### src/rtl/adam_pu_root.sv
// ----------------------------------------------------------------------------
// Adam update engine - serial square root
// Restoring integer root, one result bit per cycle, of a 64-bit radicand
// scaled by 4^(ITERS-32).
// ----------------------------------------------------------------------------
`timescale 1ns / 1ps

module adam_pu_root #(
  parameter int ITERS = 32
) (
  input  logic             clk,
  input  logic             rst_n,
  input  logic             start,
  input  logic [63:0]      radicand,
  output logic             done,
  output logic [ITERS-1:0] root
);

  localparam int RW = ITERS + 2;
  localparam int CW = $clog2(ITERS + 1);

  logic [63:0]      x_r, x_nxt;
  logic [RW-1:0]    rem_r, rem_nxt;
  logic [ITERS-1:0] root_r, root_nxt;
  logic [CW-1:0]    cnt_r, cnt_nxt;
  logic             busy_r, busy_nxt;
  logic             done_r, done_nxt;
  logic [RW-1:0]    rem_sh;
  logic [RW-1:0]    trial;

  // One root bit per cycle; radicand pairs shift out of the top
  always_comb begin
    x_nxt    = x_r;
    rem_nxt  = rem_r;
    root_nxt = root_r;
    cnt_nxt  = cnt_r;
    busy_nxt = busy_r;
    done_nxt = 1'b0;
    rem_sh   = {rem_r[RW-3:0], x_r[63:62]};
    trial    = {root_r, 2'b01};
    if (start) begin
      x_nxt    = radicand;
      rem_nxt  = '0;
      root_nxt = '0;
      cnt_nxt  = '0;
      busy_nxt = 1'b1;
    end else if (busy_r) begin
      x_nxt = {x_r[61:0], 2'b00};
      if (rem_sh >= trial) begin
        rem_nxt  = rem_sh - trial;
        root_nxt = {root_r[ITERS-2:0], 1'b1};
      end else begin
        rem_nxt  = rem_sh;
        root_nxt = {root_r[ITERS-2:0], 1'b0};
      end
      cnt_nxt = cnt_r + 1'b1;
      if (cnt_r == CW'(ITERS - 1)) begin
        busy_nxt = 1'b0;
        done_nxt = 1'b1;
      end
    end
  end

  always_ff @(posedge clk) begin
    if (!rst_n) begin
      busy_r <= 1'b0;
      done_r <= 1'b0;
    end else begin
      busy_r <= busy_nxt;
      done_r <= done_nxt;
    end
    x_r    <= x_nxt;
    rem_r  <= rem_nxt;
    root_r <= root_nxt;
    cnt_r  <= cnt_nxt;
  end

  assign done = done_r;
  assign root = root_r;

endmodule

### config.mk
export PLATFORM = sky130hd
export DESIGN_NAME = adam_pu_root
export DESIGN_NICKNAME = d
export VERILOG_FILES = /design/src/rtl/adam_pu_root.sv
export SDC_FILE = /design/constraint.sdc
export NUM_CORES = 1
export LEC_CHECK = 0
export ABC_CLOCK_PERIOD_IN_PS = 4390
export CORE_UTILIZATION = 64
export CTS_CLUSTER_SIZE = 30
export DETAILED_ROUTE_END_ITERATION = 8
export DONT_BUFFER_PORTS = 1
export HOLD_SLACK_MARGIN = 0.06
export PLACE_DENSITY_LB_ADDON = 0.2
export RECOVER_POWER = 50
export SYNTH_ARGS = -nofsm -noshare
export SYNTH_HDL_FRONTEND = slang
export SYNTH_SLANG_ARGS = --single-unit
### constraint.sdc
create_clock -name clk -period 4.39 [get_ports clk]
set_clock_uncertainty 0.2 [all_clocks]
set_input_delay 1.317 -clock clk [delete_from_list [all_inputs] [get_ports clk]]
set_output_delay 1.317 -clock clk [all_outputs]
set_load 0.03 [all_outputs]
==> flow_metrics.py <==
metrics = {
    "worst_setup_path": {
        "reg2reg_depth": 3,
        "crit_required_ns": 4.27,
        "setup.worst_path.class": "reg2reg",
        "cp-end-kind": "flop",
        "r2r_start": "busy_r",
        "r2r-end": "x_r[1]",
        "cp_max_fo": 42,
        "arrival_ns": 3.34,
        "cp-startpoint": "busy_r",
        "start_kind": "flop",
        "r2r_setup_slack_ns": 0.92,
        "endpoint": "x_r[1]",
    },
    "timing": {
        "min_period_ns": 3.47,
        "fin_setup_tns_ns": 0,
        "finalSetupViolCount": 0,
        "rsz0062_at_grt": "no",
        "min_period_over_period_pct": 78.9,
        "relSlewSlack_pct": -6.45,
        "hold_viol": 0,
        "drv_slew": 43,
        "worst_slew_pin_slew_ns": 1.59,
        "fmax_ghz": 0.289,
    },
    "layout": {
        "fillers": 866,
        "fin_area_um2": 8200,
        "num_antenna_cells": 0,
        "nets": 819,
        "synthToLayoutAreaGrowth_pct": 6.95,
        "drive_above_1_share_pct": 15.9,
    },
    "clocking": {
        "cts_resized": 0,
        "postCtsSetupRepairBufs": 0,
        "clk_latency_ns": 0.42,
        "cts_hold_repair.buffers": 0,
        "clockRootBuffer": "clkbuf_16",
        "cts_htree_levels": 4,
        "clkSinkCount": 136,
        "cts_tree": "built",
        "clockBufferDepth": 2,
        "numCtsBuffers": 17,
        "clkTransAtPathRegs_ns": 0.06,
    },
    "power": {
        "vdd.ir_drop.worst_v": 0.000373,
        "combPwrFrac_pct": 41.0,
        "seqPwrFrac_pct": 31.9,
        "power_switching_mw": 1.77,
        "p_leak_nw": 3.13,
        "p_clk_share_pct": 27.0,
        "powerDensity_nw_per_um2": 600,
        "cellInternalPower_mw": 3.15,
        "power.share.switching_pct": 35.9,
    },
    "detailed_routing": {
        "antenna_left": 0,
        "vias": 5362,
        "routed_wirelength_um": 15500,
        "drcViolationCount": 2,
        "wl_per_cell_um": 17.7,
        "vias_per_cell": 6.14,
        "firstDrtPassIters": 7,
        "drtIter0Drc": 381,
    },
    "die": {
        "start_util_pct": 66.3,
        "core-area_um2": 11600,
        "die_w_um": 111,
        "std_cell_rows": 39,
        "die_h_um": 111,
        "ios": 100,
        "fp.dieArea_um2": 12400,
    },
    "worst_hold_path": {
        "hold_class": "reg2reg",
        "worstHoldStart": "rem_r[0]",
    },
    "synthesis": {
        "synth-seq-area-share_pct": 43.9,
        "synth_edf_count": 64,
        "async_reset_ff_share_pct": 0,
        "synth_area_um2": 7670,
        "ys_ff_latch": 136,
        "avgSynthCellArea_um2": 10.4,
        "syn_inst": 737,
        "syn-num-nets": 839,
        "yosys_warnings": 0,
        "synth_flop_cell": "dfxtp_1",
        "synth.distinct_cells": 72,
    },
    "global_routing": {
        "grt_pass1_wl_um": 25800,
        "grt_max_degree": 136,
        "antenna_found_initial": 0,
        "grt_pass1_vias": 5501,
        "overflow": 0,
        "gr-usage-all-layers_pct": 26.1,
    },
    "job": {
        "drv_cap": 1,
    },
    "place": {
        "gp_congestion": 0.922,
        "port_buffers": 0,
        "placed_area_um2": 7650,
        "hpwl_um": 10700,
    },
    "status": {
        "status": "complete, but fails checks",
        "violations": "DRC, capacitance limit, slew limit",
    },
}
==> critical path: stages (launching register included) <==
cell and delay [ns]:
dfxtp_1 1.38, nor2_1 0.40, inv_2 0.62, buf_4 0.48
==> cell usage after synthesis, types with 6 or more instances <==
library cell	instances	area share, %
dfxtp_1	72	19
o21ai_0	22	1.4
edfxtp_1	64	25
inv_1	46	2.3
mux2_2	64	9.4
nand3_1	12	0.78
nand2_1	36	1.8
clkbuf_1	28	1.4
nor2_1	80	3.9
nand2b_1	7	0.57
ha_1	35	5.7
nor3_1	8	0.52
buf_2	6	0.39
mux2i_1	58	7.6
xor2_1	10	1.1
a211oi_1	26	2.5
a21oi_1	29	1.9
nand4_1	10	0.82
xnor2_1	20	2.3
==> worst min path at each step <==
stage	to	slack [ns]	cells past startpoint
2_1_floorplan	done	0.23	1
5_1_grt	done	0.31	1
3_3_place_gp	done	0.26	1
3_5_place_dp	rem_r[0]	0.26	2
4_1_cts	rem_r[0]	0.27	2
6_report	rem_r[0]	0.27	2
==> flip-flops by register name, indices dropped and copies added (netlist names) <==
register,flops
rem_r,32
x_r,64
busy_r,1
cnt_r,6
root,32
done,1
==> power groups by stage <==
| stage | registers (mW) | logic (mW) | clock network (mW) |
|---|---|---|---|
| floorplan | 1.56 | 1.74 | 0 |
| global placement | 1.59 | 1.91 | 0 |
| detailed placement | 1.59 | 1.97 | 0 |
| CTS | 1.57 | 2.00 | 1.35 |
| global route | 1.59 | 2.20 | 1.41 |
| finish | 1.57 | 2.02 | 1.33 |
==> metal layers <==
layer / vias up / global-route usage, % / wire length [um]
met1: 2558 / 30.1 / 6580
met2: 131 / 45.3 / 7810
li1: 2636 / - / -
met4: 0 / 10.8 / 363
met3: 37 / 7.89 / 745
met5: - / 0 / 0
==> through the flow <==
stage                     instances  setup WS [ns]  power, mW  hold slack [ns]  util, %
after global placement          841           1.09       3.50            0.258     66.2
after global routing            873          0.663       5.20            0.314     70.9
final                           873          0.924       4.92            0.267     70.9
after CTS                       873          0.991       4.92            0.269     70.9
after floorplan                 737          0.519       3.30            0.229        -
after detailed placement        841           1.01       3.56            0.261     66.2
==> layout make-up <==
cell class / count / area, um^2 / share of cell area [%]
Clock buffer: 21 / 450 / 5.49
Clock inverter: 11 / 100 / 1.22
Inverter: 46 / 173 / 2.11
Multi-Input combinational cell: 512 / 3900 / 47.6
Sequential cell: 136 / 3360 / 41.0
Tap cell: 143 / 179 / 2.18
Timing Repair Buffer: 4 / 30.0 / 0.366
==> layout by cell type (no fill, tap or decap), types with 5 or more instances in the layout <==
cell and instances:
nand3_1 12, o21ai_0 22, nor3_1 8, nor2_1 80
nand2_1 36, inv_1 45, edfxtp_1 64, a21o_1 5
mux2_2 64, a21oi_1 29, xor2_1 10, clkbuf_16 17
a211oi_1 26, nand4_1 10, dfxtp_1 72, a31oi_1 5
o21ai_1 5, xnor2_1 20, mux2i_1 58, ha_1 35
clkinvlp_4 5, nand2b_1 7
==> logic make-up after synthesis <==
kind of cell | after synthesis | share of synthesized area (%)
buffers and inverters | 89 | 5.21
xor gates and xnor gates | 30 | 3.43
and+or+nand+nor | 181 | 11.0
DFF | 136 | 43.9
AOI/OAI and AO/OA | 144 | 13.8
muxes | 122 | 17.0
adders and majority gates | 35 | 5.71
Power figures use the tool's default switching activity.
