$ cat src/rtl/adam_pu_div.sv
// ----------------------------------------------------------------------------
// Adam update engine - serial divider
// Restoring division of a 64-bit numerator, one quotient bit per cycle.
// The denominator must be nonzero.
// ----------------------------------------------------------------------------
`timescale 1ns / 1ps

module adam_pu_div #(
  parameter int DEN_W = 33
) (
  input  logic             clk,
  input  logic             rst_n,
  input  logic             start,
  input  logic [63:0]      numer,
  input  logic [DEN_W-1:0] denom,
  output logic             done,
  output logic [63:0]      quot
);

  logic [63:0]      num_r, num_nxt;
  logic [DEN_W-1:0] rem_r, rem_nxt;
  logic [DEN_W-1:0] den_r, den_nxt;
  logic [5:0]       cnt_r, cnt_nxt;
  logic             busy_r, busy_nxt;
  logic             done_r, done_nxt;
  logic [DEN_W:0]   rem_sh;
  logic [DEN_W:0]   rem_dif;

  // Numerator bits shift out the top, quotient bits shift in the bottom
  always_comb begin
    num_nxt  = num_r;
    rem_nxt  = rem_r;
    den_nxt  = den_r;
    cnt_nxt  = cnt_r;
    busy_nxt = busy_r;
    done_nxt = 1'b0;
    rem_sh   = {rem_r, num_r[63]};
    rem_dif  = rem_sh - {1'b0, den_r};
    if (start) begin
      num_nxt  = numer;
      rem_nxt  = '0;
      den_nxt  = denom;
      cnt_nxt  = '0;
      busy_nxt = 1'b1;
    end else if (busy_r) begin
      if (rem_sh >= {1'b0, den_r}) begin
        rem_nxt = rem_dif[DEN_W-1:0];
        num_nxt = {num_r[62:0], 1'b1};
      end else begin
        rem_nxt = rem_sh[DEN_W-1:0];
        num_nxt = {num_r[62:0], 1'b0};
      end
      cnt_nxt = cnt_r + 1'b1;
      if (cnt_r == 6'd63) begin
        busy_nxt = 1'b0;
        done_nxt = 1'b1;
      end
    end
  end

  always_ff @(posedge clk) begin
    if (!rst_n) begin
      busy_r <= 1'b0;
      done_r <= 1'b0;
    end else begin
      busy_r <= busy_nxt;
      done_r <= done_nxt;
    end
    num_r <= num_nxt;
    rem_r <= rem_nxt;
    den_r <= den_nxt;
    cnt_r <= cnt_nxt;
  end

  assign done = done_r;
  assign quot = num_r;

endmodule

$ cat config.mk
export PLATFORM = sky130hd
export DESIGN_NAME = adam_pu_div
export DESIGN_NICKNAME = d
export VERILOG_FILES = /design/src/rtl/adam_pu_div.sv
export SDC_FILE = /design/constraint.sdc
export NUM_CORES = 1
export LEC_CHECK = 0
export ABC_AREA = 1
export BUFFER_PORTS_ARGS = -buffer_cell sky130_fd_sc_hd__buf_2
export CAP_MARGIN = 20
export CELL_PAD_IN_SITES_DETAIL_PLACEMENT = 1
export CELL_PAD_IN_SITES_GLOBAL_PLACEMENT = 1
export CORE_ASPECT_RATIO = 0.8
export CORE_UTILIZATION = 40
export CTS_BUF_LIST = sky130_fd_sc_hd__clkbuf_2 sky130_fd_sc_hd__clkbuf_4 sky130_fd_sc_hd__clkbuf_8
export DETAILED_ROUTE_END_ITERATION = 12
export PLACE_DENSITY_LB_ADDON = 0.1
export SETUP_SLACK_MARGIN = 0.05
export SLEW_MARGIN = 30
export SYNTH_ARGS = -nofsm -noshare
export SYNTH_HDL_FRONTEND = slang
export SYNTH_SLANG_ARGS = --single-unit
$ cat constraint.sdc
create_clock -name clk -period 8.3 [get_ports clk]
set_input_delay 1.245 -clock clk [delete_from_list [all_inputs] [get_ports clk]]
set_output_delay 1.245 -clock clk [all_outputs]
set_load 0.01 [all_outputs]
==> results of run 1 <==
## tightest hold or removal path, stage by stage (launching register included)
cell,delay [ns]
sky130_fd_sc_hd__dfxtp_1,0.33
sky130_fd_sc_hd__nand2_1,0.06
sky130_fd_sc_hd__nand2_1,0.04
## synth_stat cells, drive strengths merged, types with 2 or more instances
library cell	count	share of area
a31oi	2	0.0015
dfxtp	41	0.099
edfxtp	97	0.35
a21oi	21	0.013
nor3	6	0.0036
nand3	74	0.047
nand2	521	0.24
clkinv	2	0.00090
xnor2	14	0.015
nand3b	21	0.019
nor2	51	0.025
nand4	4	0.0030
nor4	2	0.0033
o21ai	24	0.015
ha	34	0.051
buf	16	0.012
inv	194	0.088
xor2	2	0.0021
o21bai	3	0.0027
and2	3	0.0023
clkbuf	13	0.0059
## cell type report
| type | instances | area, µm² | share of cell area |
|---|---|---|---|
| Inverter | 196 | 739.5 | 0.07569 |
| Timing Repair Buffer | 169 | 880.8 | 0.09016 |
| Clock inverter | 15 | 151.4 | 0.01550 |
| Tap cell | 264 | 330.3 | 0.03381 |
| Clock buffer | 17 | 234.0 | 0.02395 |
| Multi-Input combinational cell | 785 | 3700 | 0.3787 |
| Sequential cell | 138 | 3734 | 0.3822 |
## per-stage QoR
step,hold slack (ns),setup WS (ns)
final,0.4767,4.439
after global routing,0.4966,4.193
after CTS,0.4810,4.451
after detailed placement,0.4660,3.927
after global placement,0.4423,3.774
after floorplan,0.4261,4.202
## how the worst max path moves through the flow
| stage | start | endpoint | slack [ns] |
|---|---|---|---|
| after floorplan | start | quot[0]$_DFFE_PP_ | 4.20 |
| after global placement | start | rem_r[0]$_SDFFE_PP0P_ | 3.77 |
| after detailed placement | start | rem_r[6]$_SDFFE_PP0P_ | 3.93 |
| after CTS | start | rem_r[6]$_SDFFE_PP0P_ | 4.45 |
| after global routing | start | rem_r[2]$_SDFFE_PP0P_ | 4.19 |
| final | start | rem_r[2]$_SDFFE_PP0P_ | 4.44 |
## state kept, by name, summed over array words and instances (netlist names)
signal  cells
rem_r      33
done        1
den_r      33
quot       64
cnt_r       6
busy_r      1
## where the power goes
group          switching [mW]  internal, mW
Combinational           0.140        0.0813
Clock                   0.322         0.223
Sequential             0.0226         0.794
## cells by family after synthesis
group	Yosys count	synth area share
adders and majority gates	35	0.05355
buffers and inverters	225	0.1063
DFF	138	0.4489
and+or+nand+nor	683	0.3418
AOI/OAI and AO/OA	51	0.03264
xor gates and xnor gates	16	0.01685
## per-layer routing
metal,GRT usage,vias up,share of wire
met5,0,-,0
met4,0.05607,0,0.0091
met3,0.03662,18,0.039
met2,0.3637,152,0.45
met1,0.3227,3522,0.50
li1,-,3871,-
==> summary.txt, run 1 <==
================================================================================
Startpoint-to-endpoint class of the critical path                         in2reg
Final critical-path required period                                     3.861 ns
Total via count after detailed routing                                      7563
Final Hold Fails                                                               0
Die area                                                               21380 µm²
Width of the die                                                        163.2 µm
Total of fill cells in the finished design                                  2644
Overall routing resource usage                                            0.2283
Syn avg cell area                                                      7.246 µm²
Data arrival time of the critical path                                   4.19 ns
Seq/Total Area, Yosys                                                     0.4489
Worst reg2reg path endpoint                                         rem_r[24]$_SDFFE_PP0P_
Max Fanout on Critical Path                                                   69
Root Driver                                                         sky130_fd_sc_hd__clkbuf_8
Min-Delay Endpoint                                                  rem_r[25]$_SDFFE_PP0P_
Setup fix buffers added after clock tree synthesis                             0
Slew Viols, Final                                                              0
Post-synthesis sequential element count                                      138
Number of rows created at floorplan                                           46
CTS Buf Count                                                                 17
FMAX                                                                   259.0 MHz
Pwr Density                                                         162.0 nW/µm²
Gate Count Post-Synth                                                       1148
DR pass1 iterations                                                            5
Library cell appearing most often on the critical path              sky130_fd_sc_hd__buf_4
Total congestion overflow after global routing                                 0
Antenna diodes                                                                 0
Die Span Y                                                              131.0 µm
Avg WL per Cell                                                         15.06 µm
Peak supply drop                                                    0.00008616 V
Distinct cells, synth                                                         36
Commonest non-fill, non-tap cells in the layout                     sky130_fd_sc_hd__nand2_1 (516), sky130_fd_sc_hd__inv_1 (193), sky130_fd_sc_hd__buf_2 (163)
Post-detailed-placement half-perimeter wirelength                       17.92 mm
# hold bufs at CTS                                                             0
Max-capacitance violation count                                                0
Last weighted congestion value of the routability-driven placer           0.8717
Status                                                              finished clean
Critical Path Stages                                                           8
Crit path cell chain                                                buf_4 -> buf_4 -> inv_4 -> nand2_1 -> clkinv_1 -> buf_4 -> nand3_1 -> o21ai_0
Global-route wire length before repair                                  38.10 mm
Maximum number of buffers from clock root to sink                              2
Starting density of the core                                              0.4141
Slew HR                                                                   0.5265
CTS-repair resized insts                                                       0
Cell area after synthesis                                               8318 µm²
Crit path required time                                                  8.62 ns
Number of sinks handled by clock tree synthesis                              138
Worst hold stages                                                              2
Transition time at the pin with the least slew margin                  0.7059 ns
Worst-case register-to-register setup slack                              5.30 ns
Final std cell area, no fill                                            9769 µm²
Synthesis-to-finish area growth                                           17.45%
ANT nets after route                                                           0
Worst-skew pair later-pin latency                                        0.47 ns
Drt drc                                                                        0
FFs w/ async S/R, synth                                                        0
Via count of the first global-routing pass                                  7528
Slowest CP cell                                                     sky130_fd_sc_hd__buf_4
Proportion of layout cells with a drive suffix above 1                    0.1667
Number of input and output port buffers inserted                             164
Std-Cell Core Area                                                     20090 µm²
DP Cell Count                                                               1552
Period utilization                                                        0.4652
Post-synth top flop                                                 sky130_fd_sc_hd__edfxtp_1
Overall routed net length                                               23.85 mm
Setup-violating endpoint count in the final report                             0
IO Count                                                                     165
Number of nets in the layout                                                1442
Number of antenna violations at the first check in global routing              0
Synthesis Warnings                                                             0
First-iteration detailed-routing DRC count                                   418
Cell class contributing the biggest share of worst-path delay       buffers and inverters
Reg-to-reg critical path startpoint                                 quot[63]$_DFFE_PP_
Worst hold-check path type                                               reg2reg
Count of H-tree levels built during CTS                                        4
Worst Reg2Reg Path Length in Cells                                            13
Combined buffer and inverter count along the critical path                     5
Post-detailed-route via-to-cell ratio                                      4.775
Clock tree from TritonCTS                                                    yes
Largest net degree at the start of global routing                             70
Final design utilization                                                  0.4864
Setup repair after global routing missed its margin                        false
Cell area after placement                                               9384 µm²
Cell leakage power                                                      5.250 nW
Worst setup EP type                                                         flop
Worst stage delay on the critical path                                   0.60 ns
Start point of the worst hold path                                  rem_r[25]$_SDFFE_PP0P_
Setup TNS Final                                                             0 ns
Number of enable-type register cells in the synthesized netlist               97
Worst Clk Skew                                                        0.02179 ns
Most common library cell in the layout ignoring fill and taps       sky130_fd_sc_hd__nand2_1
Non-filler instance count after layout                                      1584
Total power                                                             1.583 mW
Net count after synthesis                                                   1283
Critical Path Start Type                                               input pin
CTS clk-pin slew, worst paths                                            0.09 ns
================================================================================
Note: power is estimated with default switching activity, not from simulation.
==> run 2, diff against run 1 <==
==> constraint.sdc (replaced) <==
create_clock -name clk -period 3.92 [get_ports clk]
set_input_delay 0.588 -clock clk [delete_from_list [all_inputs] [get_ports clk]]
set_output_delay 0.588 -clock clk [all_outputs]
set_load 0.01 [all_outputs]
==> summary.txt, run 2 (synthesis results as in run 1) <==
================================================================================
Status                                                              finished clean
CTS Buf Count                                                                 17
Maximum number of buffers from clock root to sink                              2
# hold bufs at CTS                                                             0
Final Hold Fails                                                               0
Synthesis-to-finish area growth                                           17.55%
Final critical-path required period                                     2.816 ns
Antenna diodes                                                                 0
Worst-skew pair later-pin latency                                        0.48 ns
Setup-violating endpoint count in the final report                             0
Startpoint-to-endpoint class of the critical path                        reg2reg
Root Driver                                                         sky130_fd_sc_hd__clkbuf_8
Overall routed net length                                               24.26 mm
Global-route wire length before repair                                  37.79 mm
Overall routing resource usage                                            0.2297
Count of H-tree levels built during CTS                                        4
Starting density of the core                                              0.4141
CTS-repair resized insts                                                       0
Sequential share of power                                                  0.504
Number of rows created at floorplan                                           46
Drt drc                                                                        0
Cell-internal power                                                     2.400 mW
Data arrival time of the critical path                                   3.20 ns
Proportion of power drawn by combinational gates                           0.140
DR pass1 iterations                                                            5
Slew Viols, Final                                                              0
Met3 track utilization from global routing                               0.03946
Number of antenna violations at the first check in global routing              0
Pwr Density                                                         349.6 nW/µm²
Total power                                                             3.419 mW
Number of sinks handled by clock tree synthesis                              138
Peak supply drop                                                     0.0001592 V
Total via count after detailed routing                                      7726
Post-detailed-placement half-perimeter wirelength                       18.02 mm
Avg WL per Cell                                                         15.30 µm
CTS clk-pin slew, worst paths                                            0.10 ns
Commonest non-fill, non-tap cells in the layout                     sky130_fd_sc_hd__nand2_1 (516), sky130_fd_sc_hd__inv_1 (193), sky130_fd_sc_hd__buf_2 (163)
Crit path cell chain                                                inv_1 -> ha_1 -> inv_1 -> fa_1 -> nand3_1 -> nand3_2 -> nand2_1 -> nand2_1 -> nand2_4 -> nand2_4 -> nand2_1 -> nand3_1 -> o21ai_1
Met1 global-route usage                                                   0.3206
Most heavily used metal layer in global routing                             met2
Number of flip-flops under the largest register name                          64
GR Layer Usage met2                                                       0.3652
Number of nets in the layout                                                1443
Total congestion overflow after global routing                                 0
Setup TNS Final                                                             0 ns
Std-Cell Core Area                                                     20090 µm²
Post-detailed-route via-to-cell ratio                                      4.874
FMAX                                                                   355.1 MHz
Largest net degree at the start of global routing                             60
Setup fix buffers added after clock tree synthesis                             0
Proportion of layout cells with a drive suffix above 1                    0.1673
Max-capacitance violation count                                                0
Slowest CP cell                                                     sky130_fd_sc_hd__fa_1
Worst stage delay on the critical path                                   0.43 ns
Cell leakage power                                                      5.258 nW
Transition time at the pin with the least slew margin                  0.6972 ns
Switching power as a share of total power                                 0.2979
Critical Path Start Type                                                    flop
Via count of the first global-routing pass                                  7415
First-iteration detailed-routing DRC count                                   447
Worst setup EP type                                                         flop
Worst hold-check path type                                                in2reg
IO Count                                                                     165
Crit path required time                                                  4.30 ns
Worst Clk Skew                                                        0.01862 ns
Die Span Y                                                              131.0 µm
Part of the total power dissipated in the clock network                    0.356
Clock tree from TritonCTS                                                    yes
Period utilization                                                        0.7183
Max Fanout on Critical Path                                                   36
Net Switching                                                           1.018 mW
Width of the die                                                        163.2 µm
Slew HR                                                                   0.5347
Most common library cell in the layout ignoring fill and taps       sky130_fd_sc_hd__nand2_1
Die area                                                               21380 µm²
Number of input and output port buffers inserted                             164
Setup repair after global routing missed its margin                        false
Library cell appearing most often on the critical path              sky130_fd_sc_hd__nand2_1
Total of fill cells in the finished design                                  2690
ANT nets after route                                                           0
Last weighted congestion value of the routability-driven placer           0.8598
================================================================================
run 2: cell count changes in the layout (fill, tap and decap cells not counted), sizes merged:
cell	delta
buf	+1
bufinv	+1
clkinv	-4
clkbuf	+1
inv	+2
run 2: final cells by class:
type	instances	area [µm²]	share of cell area
Inverter	196	737.0	0.07537
Sequential cell	138	3734	0.3818
Clock buffer	18	247.7	0.02534
Timing Repair Buffer	170	880.8	0.09008
Clock inverter	14	148.9	0.01523
Multi-Input combinational cell	785	3700	0.3784
Tap cell	264	330.3	0.03378
run 2: per-stage QoR:
stage	area, µm²	util	cells	hold slack (ns)	setup WS, ns
global route	9778	0.4868	1585	0.2560	0.8730
detailed placement	9382	0.4670	1553	0.4635	1.141
CTS	9778	0.4868	1585	0.2484	1.123
floorplan	8318	-	1148	0.4261	0.4791
global placement	9382	0.4670	1553	0.4448	1.284
finish	9778	0.4868	1585	0.2783	1.104
run 2: power groups by stage:
| stage | logic, mW | registers, mW | clock network [mW] |
|---|---|---|---|
| after floorplan | 0.234 | 1.79 | 0 |
| after CTS | 0.483 | 1.73 | 1.25 |
| after global routing | 0.535 | 1.74 | 1.30 |
| final | 0.478 | 1.72 | 1.22 |
| after detailed placement | 0.479 | 1.76 | 0 |
| after global placement | 0.473 | 1.75 | 0 |
run 2: final timing paths:
path,end,slack [ns],startpoint,depth (start not counted)
setup / recovery,rem_r[15]$_SDFFE_PP0P_,1.10,quot[63]$_DFFE_PP_,13
hold / removal,den_r[2]$_DFFE_PP_,0.28,denom[2],1
hold reg to reg,rem_r[32]$_SDFFE_PP0P_,0.47,rem_r[32]$_SDFFE_PP0P_,2
setup reg to reg,rem_r[15]$_SDFFE_PP0P_,1.10,quot[63]$_DFFE_PP_,13
run 2: layer usage:
| metal | wire [µm] | share of wire | vias to the layer above |
|---|---|---|---|
| met2 | 10920 | 0.45 | 175 |
| li1 | - | - | 3867 |
| met3 | 1160 | 0.048 | 26 |
| met1 | 11890 | 0.49 | 3658 |
| met5 | 0 | 0 | - |
| met4 | 285 | 0.012 | 0 |
run 2: critical path, delay by kind of cell, from the launching register on:
family	cells	cell delay [ns]
and+or+nand+nor	8	1.46
AOI/OAI and AO/OA	1	0.11
DFF	1	0.38
adders and majority gates	2	0.59
buffers and inverters	2	0.16
==> run 3, diff against run 2 <==
==> constraint.sdc (replaced) <==
create_clock -name clk -period 2.61 [get_ports clk]
set_input_delay 0.3915 -clock clk [delete_from_list [all_inputs] [get_ports clk]]
set_output_delay 0.3915 -clock clk [all_outputs]
set_load 0.01 [all_outputs]
==> summary.txt, run 3 (synthesis results as in run 1) <==
================================================================================
Worst stage delay on the critical path                                   0.40 ns
Number of nets in the layout                                                1454
Pwr Density                                                         523.5 nW/µm²
Worst setup EP type                                                         flop
Worst hold-check path type                                                in2reg
Seq. cell area                                                          3734 µm²
Std-Cell Core Area                                                     20090 µm²
Total congestion overflow after global routing                                 0
Final critical-path required period                                     2.339 ns
Setup TNS Final                                                             0 ns
Final std cell area, no fill                                            9877 µm²
Last weighted congestion value of the routability-driven placer           0.8748
Transition time at the pin with the least slew margin                  0.7819 ns
Cell area after placement                                               9448 µm²
Critical Path Start Type                                                    flop
Post-detailed-route via-to-cell ratio                                      4.812
Clock tree from TritonCTS                                                    yes
Max Fanout on Critical Path                                                   15
Post-detailed-placement half-perimeter wirelength                       18.44 mm
Root Driver                                                         sky130_fd_sc_hd__clkbuf_8
Data arrival time of the critical path                                   2.68 ns
Cell class contributing the biggest share of worst-path delay       simple AND/OR/NAND/NOR gates
Avg WL per Cell                                                         15.26 µm
Slowest CP cell                                                     sky130_fd_sc_hd__edfxtp_1
Startpoint-to-endpoint class of the critical path                        reg2reg
Overall routing resource usage                                            0.2335
Net Switching                                                           1.572 mW
Via count of the first global-routing pass                                  7600
# hold bufs at CTS                                                             0
Peak supply drop                                                     0.0002470 V
Worst Clk Skew                                                        0.01858 ns
Width of the die                                                        163.2 µm
Setup-violating endpoint count in the final report                             0
DR pass1 iterations                                                            4
Crit path cell chain                                                inv_1 -> ha_1 -> inv_1 -> fa_2 -> nand3_1 -> nand3_2 -> nand2_1 -> nand2_1 -> nand2_4 -> buf_4 -> nand3_1 -> nand3_1 -> o21ai_1
Part of the total power dissipated in the clock network                    0.357
Final Hold Fails                                                               0
Number of input and output port buffers inserted                             164
Overall routed net length                                               24.36 mm
Count of H-tree levels built during CTS                                        4
Number of flip-flops under the largest register name                          64
Slew HR                                                                   0.4787
Worst-skew pair later-pin latency                                        0.47 ns
Cell leakage power                                                      5.305 nW
Setup repair after global routing missed its margin                         true
Die Span Y                                                              131.0 µm
Max-capacitance violation count                                                0
Number of rows created at floorplan                                           46
Multi-input gate area in the final layout                               3714 µm²
Switching power as a share of total power                                 0.3039
CTS Buf Count                                                                 17
Largest net degree at the start of global routing                             83
Proportion of power drawn by combinational gates                           0.141
Cell-internal power                                                     3.599 mW
Total via count after detailed routing                                      7680
Combined buffer and inverter count along the critical path                     3
Proportion of layout cells with a drive suffix above 1                    0.1757
Global-route wire length before repair                                  38.61 mm
Sequential share of power                                                  0.502
Status                                                              finished clean
ANT nets after route                                                           0
Library cell appearing most often on the critical path              sky130_fd_sc_hd__nand3_1
Post-Place Setup Slack                                                0.09314 ns
Most common library cell in the layout ignoring fill and taps       sky130_fd_sc_hd__nand2_1
Die area                                                               21380 µm²
Synthesis-to-finish area growth                                           18.74%
Period utilization                                                        0.8962
IO Count                                                                     165
Number of antenna violations at the first check in global routing              0
Drt drc                                                                        0
Commonest non-fill, non-tap cells in the layout                     sky130_fd_sc_hd__nand2_1 (515), sky130_fd_sc_hd__inv_1 (193), sky130_fd_sc_hd__buf_2 (163)
Setup ws final                                                         0.2708 ns
FMAX                                                                   427.5 MHz
Crit path required time                                                  2.95 ns
Total of fill cells in the finished design                                  2667
Antenna diodes                                                                 0
Maximum number of buffers from clock root to sink                              2
Number of sinks handled by clock tree synthesis                              138
First-iteration detailed-routing DRC count                                   474
Slew Viols, Final                                                              0
CTS clk-pin slew, worst paths                                            0.10 ns
Starting density of the core                                              0.4141
================================================================================
run 3: metal layers:
metal,vias up,GRT usage,wire (µm)
met3,20,0.04451,1155
met5,-,0,0
met4,0,0.05827,220
met2,144,0.3741,10990
li1,3900,-,-
met1,3616,0.3236,11990
run 3: stage by stage:
stage,util,std cells,hold WS (ns),power (mW)
floorplan,-,1148,0.4261,3.039
global placement,0.4702,1563,0.4405,3.358
detailed placement,0.4704,1563,0.4694,3.376
CTS,0.4907,1595,0.06105,5.234
global route,0.4917,1596,0.05044,5.410
finish,0.4917,1596,0.08871,5.171
run 3: cell type report:
class / count / area share
flip-flops and latches: 138 / 0.3780
inverters: 196 / 0.07461
clock buffers: 17 / 0.02369
repair buffers: 181 / 0.09666
well taps: 264 / 0.03344
clock inverters: 15 / 0.01761
multi-input cells: 785 / 0.3760
run 3: path summary, 6_finish.rpt:
kind	from	endpoint	slack, ns	cells after the start
worst min-delay path	denom[8]	den_r[8]$_DFFE_PP_	0.09	1
worst max-delay path	quot[63]$_DFFE_PP_	rem_r[15]$_SDFFE_PP0P_	0.27	13
worst min register to register	rem_r[32]$_SDFFE_PP0P_	rem_r[32]$_SDFFE_PP0P_	0.48	2
worst max register to register	quot[63]$_DFFE_PP_	rem_r[15]$_SDFFE_PP0P_	0.27	13
run 3: what timing repair did:
| item | in CTS | in global routing |
|---|---|---|
| buffers inserted | 0 | 1 |
| gates resized for setup | 0 | 3 |
| endpoints found under the setup margin | 0 | 33 |
run 3: power by group through the flow:
stage,clock network (mW),registers [mW],logic [mW]
6_report,1.85,2.59,0.729
5_1_grt,1.98,2.62,0.817
3_3_place_gp,0,2.64,0.721
3_5_place_dp,0,2.64,0.733
4_1_cts,1.90,2.60,0.738
2_1_floorplan,0,2.69,0.352
